$ cat config.mk
export PLATFORM = sky130hd
export DESIGN_NAME = most_frequent_letter
export DESIGN_NICKNAME = d
export VERILOG_FILES = /design/src/design/mfl_pkg.sv /design/src/design/most_frequent_letter.sv /design/src/design/mfl_front.sv /design/src/design/mfl_back.sv
export SDC_FILE = /design/constraint.sdc
export NUM_CORES = 2
export LEC_CHECK = 0
export ABC_AREA = 1
export BUFFER_PORTS_ARGS = -buffer_cell sky130_fd_sc_hd__buf_2
export CAP_MARGIN = 20
export CORE_MARGIN = 5
export CORE_UTILIZATION = 50
export CTS_CLUSTER_SIZE = 8
export DETAILED_ROUTE_END_ITERATION = 10
export PLACE_DENSITY = 0.65
export SYNTH_ARGS = -nofsm -noshare
export SYNTH_HDL_FRONTEND = slang
export SYNTH_SLANG_ARGS = --single-unit
$ cat constraint.sdc
create_clock -name clk -period 6.7 [get_ports clk]
set_input_delay 1.34 -clock clk [delete_from_list [all_inputs] [get_ports clk]]
set_output_delay 1.34 -clock clk [all_outputs]
set_load 0.02 [all_outputs]
$ cat src/design/mfl_pkg.sv
package mfl_pkg;

  // count saturation limit and derived widths
  localparam int MAX_LEN   = 1024;
  localparam int CNT_W     = $clog2(MAX_LEN + 1);
  localparam int NUM_BINS  = 52;
  localparam int BIN_W     = $clog2(NUM_BINS);
  localparam int RANK_W    = 6;
  localparam int CHAR_W    = 8;
  localparam int TOP_CNT_W = 11;

  // queue between front and back
  localparam int QDEPTH  = 4;
  localparam int QPTR_W  = $clog2(QDEPTH);
  localparam int QCNT_W  = $clog2(QDEPTH + 1);

  localparam logic [CHAR_W-1:0] CHAR_UP_A = 8'h41;
  localparam logic [CHAR_W-1:0] CHAR_UP_Z = 8'h5a;
  localparam logic [CHAR_W-1:0] CHAR_LO_A = 8'h61;
  localparam logic [CHAR_W-1:0] CHAR_LO_Z = 8'h7a;
  localparam logic [BIN_W-1:0]  LO_BASE   = BIN_W'(26);

  // classified text byte
  typedef struct packed {
    logic              letter;
    logic [BIN_W-1:0]  bin;
    logic [CHAR_W-1:0] code;
    logic              eot;
  } item_t;

  // one histogram entry
  typedef struct packed {
    logic [RANK_W-1:0] rank;
    logic [CNT_W-1:0]  cnt;
  } entry_t;

  // map a byte to its letter bin
  function automatic item_t classify(input logic [CHAR_W-1:0] c, input logic eot);
    item_t it;
    it.letter = 1'b0;
    it.bin    = '0;
    it.code   = c;
    it.eot    = eot;
    if (c >= CHAR_UP_A && c <= CHAR_UP_Z) begin
      it.letter = 1'b1;
      it.bin    = BIN_W'(c - CHAR_UP_A);
    end else if (c >= CHAR_LO_A && c <= CHAR_LO_Z) begin
      it.letter = 1'b1;
      it.bin    = BIN_W'(c - CHAR_LO_A) + LO_BASE;
    end
    return it;
  endfunction

endpackage

$ cat src/design/most_frequent_letter.sv
// channel  | handshake            | payload
// ---------+----------------------+-----------------------------------------
// in       | in_valid / in_stall  | char_code, end_of_text
// out      | out_valid/ out_stall | top_letter, top_count, letter_found
//
// one byte per cycle sustained while the counting stage does not hold; a
// 4-entry queue feeds a single counting stage that does a read-modify-write
// of the 52-bin histogram memory; a registered result follows each text.
// rst is synchronous and clears all valid bits, pointers and the leader.
// the counting stage holds only while a result waits behind out_stall;
// in_stall rises once the queue is full.
module most_frequent_letter (
  input  logic                             clk,
  input  logic                             rst,
  input  logic                             in_valid,
  output logic                             in_stall,
  input  logic [mfl_pkg::CHAR_W-1:0]       char_code,
  input  logic                             end_of_text,
  output logic                             out_valid,
  input  logic                             out_stall,
  output logic [mfl_pkg::CHAR_W-1:0]       top_letter,
  output logic [mfl_pkg::TOP_CNT_W-1:0]    top_count,
  output logic                             letter_found
);
  import mfl_pkg::*;

  logic  q_valid;
  item_t q_head;
  logic  q_pop;

  mfl_front u_front (
    .clk         (clk),
    .rst         (rst),
    .in_valid    (in_valid),
    .in_stall    (in_stall),
    .char_code   (char_code),
    .end_of_text (end_of_text),
    .q_valid     (q_valid),
    .q_head      (q_head),
    .q_pop       (q_pop)
  );

  mfl_back u_back (
    .clk          (clk),
    .rst          (rst),
    .q_valid      (q_valid),
    .q_head       (q_head),
    .q_pop        (q_pop),
    .out_valid    (out_valid),
    .out_stall    (out_stall),
    .top_letter   (top_letter),
    .top_count    (top_count),
    .letter_found (letter_found)
  );

endmodule

$ cat src/design/mfl_front.sv
module mfl_front (
  input  logic                          clk,
  input  logic                          rst,
  input  logic                          in_valid,
  output logic                          in_stall,
  input  logic [mfl_pkg::CHAR_W-1:0]    char_code,
  input  logic                          end_of_text,
  output logic                          q_valid,
  output mfl_pkg::item_t                q_head,
  input  logic                          q_pop
);
  import mfl_pkg::*;

  item_t              q_mem [QDEPTH];
  logic [QPTR_W-1:0]  wr_ptr;
  logic [QPTR_W-1:0]  rd_ptr;
  logic [QCNT_W-1:0]  count;
  logic               push;
  logic               pop;

  assign in_stall = (count == QCNT_W'(QDEPTH));
  assign push     = in_valid && !in_stall;
  assign pop      = q_pop && q_valid;
  assign q_valid  = (count != '0);
  assign q_head   = q_mem[rd_ptr];

  // classify on transfer and queue the item
  always_ff @(posedge clk) begin
    if (push) begin
      q_mem[wr_ptr] <= classify(char_code, end_of_text);
    end
  end

  // queue pointers and fill level
  always_ff @(posedge clk) begin
    if (rst) begin
      wr_ptr <= '0;
      rd_ptr <= '0;
      count  <= '0;
    end else begin
      if (push) wr_ptr <= wr_ptr + QPTR_W'(1);
      if (pop)  rd_ptr <= rd_ptr + QPTR_W'(1);
      if (push && !pop)      count <= count + QCNT_W'(1);
      else if (pop && !push) count <= count - QCNT_W'(1);
    end
  end

endmodule

$ cat src/design/mfl_back.sv
module mfl_back (
  input  logic                             clk,
  input  logic                             rst,
  input  logic                             q_valid,
  input  mfl_pkg::item_t                   q_head,
  output logic                             q_pop,
  output logic                             out_valid,
  input  logic                             out_stall,
  output logic [mfl_pkg::CHAR_W-1:0]       top_letter,
  output logic [mfl_pkg::TOP_CNT_W-1:0]    top_count,
  output logic                             letter_found
);
  import mfl_pkg::*;

  // histogram memory with per-entry valid bits
  entry_t              hist [NUM_BINS];
  logic [NUM_BINS-1:0] seen;

  // count stage
  logic               s1_valid;
  item_t              s1;
  entry_t             rd_data;
  logic               rd_seen;
  logic               fwd;
  entry_t             fwd_data;
  logic               cleared;

  // running leader
  logic [CHAR_W-1:0]  best_letter;
  logic [CNT_W-1:0]   best_count;
  logic [RANK_W-1:0]  best_rank;
  logic [RANK_W-1:0]  next_rank;

  logic [CHAR_W-1:0]  best_letter_next;
  logic [CNT_W-1:0]   best_count_next;
  logic [RANK_W-1:0]  best_rank_next;
  logic [RANK_W-1:0]  next_rank_next;

  entry_t             cur;
  entry_t             upd;
  logic               adv;
  logic               wr_en;
  logic               take_out;

  // stage holds only when an end-of-text result cannot leave
  assign adv   = !s1_valid || !s1.eot || !out_valid || !out_stall;
  assign q_pop = adv && q_valid;
  assign wr_en = adv && s1_valid && s1.letter && !s1.eot;

  // current entry: forwarded write, cleared table or memory
  always_comb begin
    if (fwd)                      cur = fwd_data;
    else if (cleared || !rd_seen) cur = '0;
    else                          cur = rd_data;
  end

  // rank on first sight, saturating increment, leader update
  always_comb begin
    upd              = cur;
    next_rank_next   = next_rank;
    best_letter_next = best_letter;
    best_count_next  = best_count;
    best_rank_next   = best_rank;
    if (s1_valid && s1.letter) begin
      if (cur.rank == '0) begin
        upd.rank       = next_rank;
        next_rank_next = next_rank + RANK_W'(1);
      end
      if (cur.cnt < CNT_W'(MAX_LEN)) upd.cnt = cur.cnt + CNT_W'(1);
      if (upd.cnt > best_count || (upd.cnt == best_count && upd.rank < best_rank)) begin
        best_letter_next = s1.code;
        best_count_next  = upd.cnt;
        best_rank_next   = upd.rank;
      end
    end
  end

  // memory write and registered read
  always_ff @(posedge clk) begin
    if (wr_en) hist[s1.bin] <= upd;
    if (adv)   rd_data <= hist[q_head.bin];
  end

  // read-side bookkeeping, forwarding of the entry being written
  always_ff @(posedge clk) begin
    if (adv) begin
      fwd_data <= upd;
      rd_seen  <= seen[q_head.bin];
    end
  end

  always_ff @(posedge clk) begin
    if (rst) begin
      seen     <= '0;
      s1_valid <= 1'b0;
      fwd      <= 1'b0;
      cleared  <= 1'b0;
    end else if (adv) begin
      s1_valid <= q_valid;
      fwd      <= wr_en && (q_head.bin == s1.bin);
      cleared  <= s1_valid && s1.eot;
      if (s1_valid && s1.eot) seen <= '0;
      else if (wr_en)         seen[s1.bin] <= 1'b1;
    end
  end

  always_ff @(posedge clk) begin
    if (adv) s1 <= q_head;
  end

  // leader state, back to reset after each text
  always_ff @(posedge clk) begin
    if (rst) begin
      best_letter <= '0;
      best_count  <= '0;
      best_rank   <= '0;
      next_rank   <= RANK_W'(1);
    end else if (adv && s1_valid) begin
      if (s1.eot) begin
        best_letter <= '0;
        best_count  <= '0;
        best_rank   <= '0;
        next_rank   <= RANK_W'(1);
      end else begin
        best_letter <= best_letter_next;
        best_count  <= best_count_next;
        best_rank   <= best_rank_next;
        next_rank   <= next_rank_next;
      end
    end
  end

  // result register
  assign take_out = adv && s1_valid && s1.eot;

  always_ff @(posedge clk) begin
    if (rst) begin
      out_valid <= 1'b0;
    end else if (take_out) begin
      out_valid <= 1'b1;
    end else if (!out_stall) begin
      out_valid <= 1'b0;
    end
  end

  always_ff @(posedge clk) begin
    if (take_out) begin
      letter_found <= (best_count_next != '0);
      top_letter   <= best_letter_next;
      top_count    <= TOP_CNT_W'(best_count_next);
    end
  end

endmodule

==> summary.txt <==
CP Class - register to register
Die W - 309 µm
Fill cell count - 7007
GRT Residual Overflow - 0
Sequential fraction of the synthesis area - 72.5%
Count of state elements after synthesis - 1115
CTS tree - yes
Ys flop type - edfxtp_1
Post-Route WL - 119 mm
Max-cap violations - 0
Crit path buffers/inverters - 4
Die H - 309 µm
First DRT Iteration DRCs - 3649
CP cell instances - inv_2, nand2_1, o21ai_2, ha_1, inv_1, nor3_2, nand2_1, xor2_1, inv_1, ha_1, nand3_1, or3_1, a31oi_1, nand2_4, inv_2, nand2_1, nand2_1, nand2_1, a21oi_1
Hold Path Class - register to register
Average routed wire per standard cell - 24.0 µm
CTS clk-pin slew, worst paths - 50 ps
Setup Total Neg Slack - 0 ps
Area delta synth->final - 14.3%
Total number of vias - 30037
Rel. slew slack - 24.5%
Ys Warns - 0
Power Density - 494 mW/mm²
Yosys top cell area share - 68.3%
Crit end category - register
Placed cell count - 4724
CTS sink count - 1115
Crit Path Max Fanout - 22
Post-CTS setup buffers - 0
Initial core utilization - 50.6%
Die ar. - 0.0957 mm²
Worst skew pair latency - 730 ps
Critical path's most frequent cell - nand2_1
# nets final - 3761
Total core area - 0.0886 mm²
Std-Cell Rows - 109
Unrepaired setup endpoints after global routing - false
Post-synth EDFFs - 1019
Tmin final - 4740 ps
Arrival time worst endpoint - 5390 ps
Slowest CP cell - a31oi_1
Static Leakage - 0.0171 µW
DP HPWL - 64.4 mm
Vias in the first global route - 28305
Synth Instances - 3648
Detailed Routing Iterations Pass 1 - 6
Worst setup margin - 1960 ps
Total clock buffers created by CTS - 157
Status - finished clean
Least-Margin Pin Slew - 1120 ps
Port-buffer cells - 34
Io pins - 35
Pre-CTS setup slack - 1970 ps
Wire length of the first global-routing pass - 178 mm
Routability congestion estimate - 0.865
Final period utilization - 70.8%
Largest net degree at the start of global routing - 177
Distinct cells, synth - 48
Root Driver - clkbuf_16
Startpoint types - register
Critical path's largest stage delay - 710 ps
Synthesized area - 0.0448 mm²
Top area cells in the synthesized netlist - edfxtp_1 (68%), o21ai_0 (5.7%), nor2_1 (4.7%), dfxtp_1 (4.3%), nand2_1 (2.8%)
Post-cts repair resize count - 0
Hold Buf Count CTS - 0
Max Slew Vio Count - 0
Gr usage total - 24.5%
Synth cell count leaders - edfxtp_1 (1019), nor2_1 (566), o21ai_0 (508)
Clock skew - 21.2 ps
CTS H-tree depth - 4
Mapped Nets - 3689
Most frequent cell after synthesis - edfxtp_1
Antenna-violating nets left - 0
# DRC - 0
Final hold violations - 0
Clock tree buffer depth - 3
Highest achievable clock rate - 211 MHz
Max IR drop VDD - 0.468 mV
Synth Area per Inst - 12.3 µm²
Final setup viols - 0
Critical Path RT - 7340 ps
Initial antenna violation count - 1
Share of flip-flops with an asynchronous set or reset - 0%
Dominant cell type by area after synthesis - edfxtp_1
Vias/cell - 6.07
Final Non-Filler Cells - 4952
Share of cells above drive strength 1 - 11.5%
Worst path top cell family by delay - simple AND/OR/NAND/NOR gates
cells by family (layout without fill, tap and decap cells):
logic type / count (synthesis) / after routing / synth area share, %
other: 0 / 1 / 0
and+or+nand+nor: 1151 / 1151 / 10.6
DFF: 1115 / 1115 / 72.5
buffers and inverters: 379 / 517 / 3.37
adders and majority gates: 28 / 28 / 0.798
xor gates and xnor gates: 8 / 8 / 0.173
AOI/OAI and AO/OA: 967 / 967 / 12.5
final timing paths:
path / startpoint / to / slack (ps) / depth (start not counted)
max: u_back.fwd / u_back.best_letter[5] / 1960 / 19
min: u_back.seen[26] / u_back.seen[26] / 450 / 2
max reg2reg: u_back.fwd / u_back.best_letter[5] / 1960 / 19
min reg2reg: u_back.seen[26] / u_back.seen[26] / 450 / 2
routing by layer:
metal	wire length, µm	GRT usage, %
met5	0	0
met2	55100	38.4
met1	49300	34.5
met4	4230	9.48
met3	10200	4.68
cell type report:
cell class	instances	area, µm²	area share [%]
inverter	143	549	1.07
clock inverter	10	92.6	0.181
tap	1165	1460	2.85
sequential	1115	32500	63.5
clock buffer	215	4190	8.18
multi-input combinational	2154	11300	22.0
antenna	1	2.50	0.00489
timing repair buffer	149	1120	2.19
where the power goes:
group	internal, µW	total [µW]	switching [µW]
Clock	4270	6990	2720
Sequential	8710	8890	177
Combinational	2240	9410	7170
worst min-delay path, cell delays in order, from the launching register on:
cell	delay (ps)
dfxtp_1	290
inv_1	60
a21oi_1	60
sequential cells by signal, summed over array words and instances (netlist names), 2 cells and up, named ones only:
| name | cells |
|---|---|
| u_back.top_letter | 8 |
| u_back.best_letter | 8 |
| u_front.count | 3 |
| u_back.s1 | 16 |
| u_front.q_mem | 64 |
| u_back.best_rank | 6 |
| u_back.hist | 884 |
| u_back.next_rank | 6 |
| u_front.rd_ptr | 2 |
| u_back.rd_data | 17 |
| u_back.fwd_data | 17 |
| u_back.top_count | 11 |
| u_back.best_count | 11 |
| u_back.seen | 52 |
| u_front.wr_ptr | 2 |
placed cells by master, fill, tap and decap left out, drive strengths merged, types with 2 or more instances in the layout:
cell / count
nand4: 34
a21oi: 116
a211oi: 3
nand2: 333
nand3b: 2
o21ai: 520
or2: 4
and3: 2
o211ai: 53
o21a: 3
ha: 27
o22ai: 137
dfxtp: 96
nor2: 569
o31ai: 2
clkbuf: 215
nor3: 76
inv: 149
nor4: 2
xor2: 5
nor3b: 2
buf: 149
nand3: 126
xnor2: 3
o221ai: 69
a31oi: 32
edfxtp: 1019
clkinv: 4
o32ai: 28
through the flow:
step	hold WS [ps]	utilization (%)	total power, µW	instance area [µm²]
2_1_floorplan	431	-	14700	44800
3_3_place_gp	437	52.9	18200	46900
3_5_place_dp	446	52.9	18300	46900
6_report	455	57.8	25300	51200
5_1_grt	478	57.8	26500	51200
4_1_cts	454	57.8	25300	51200
Note: power is estimated with default switching activity, not from simulation.
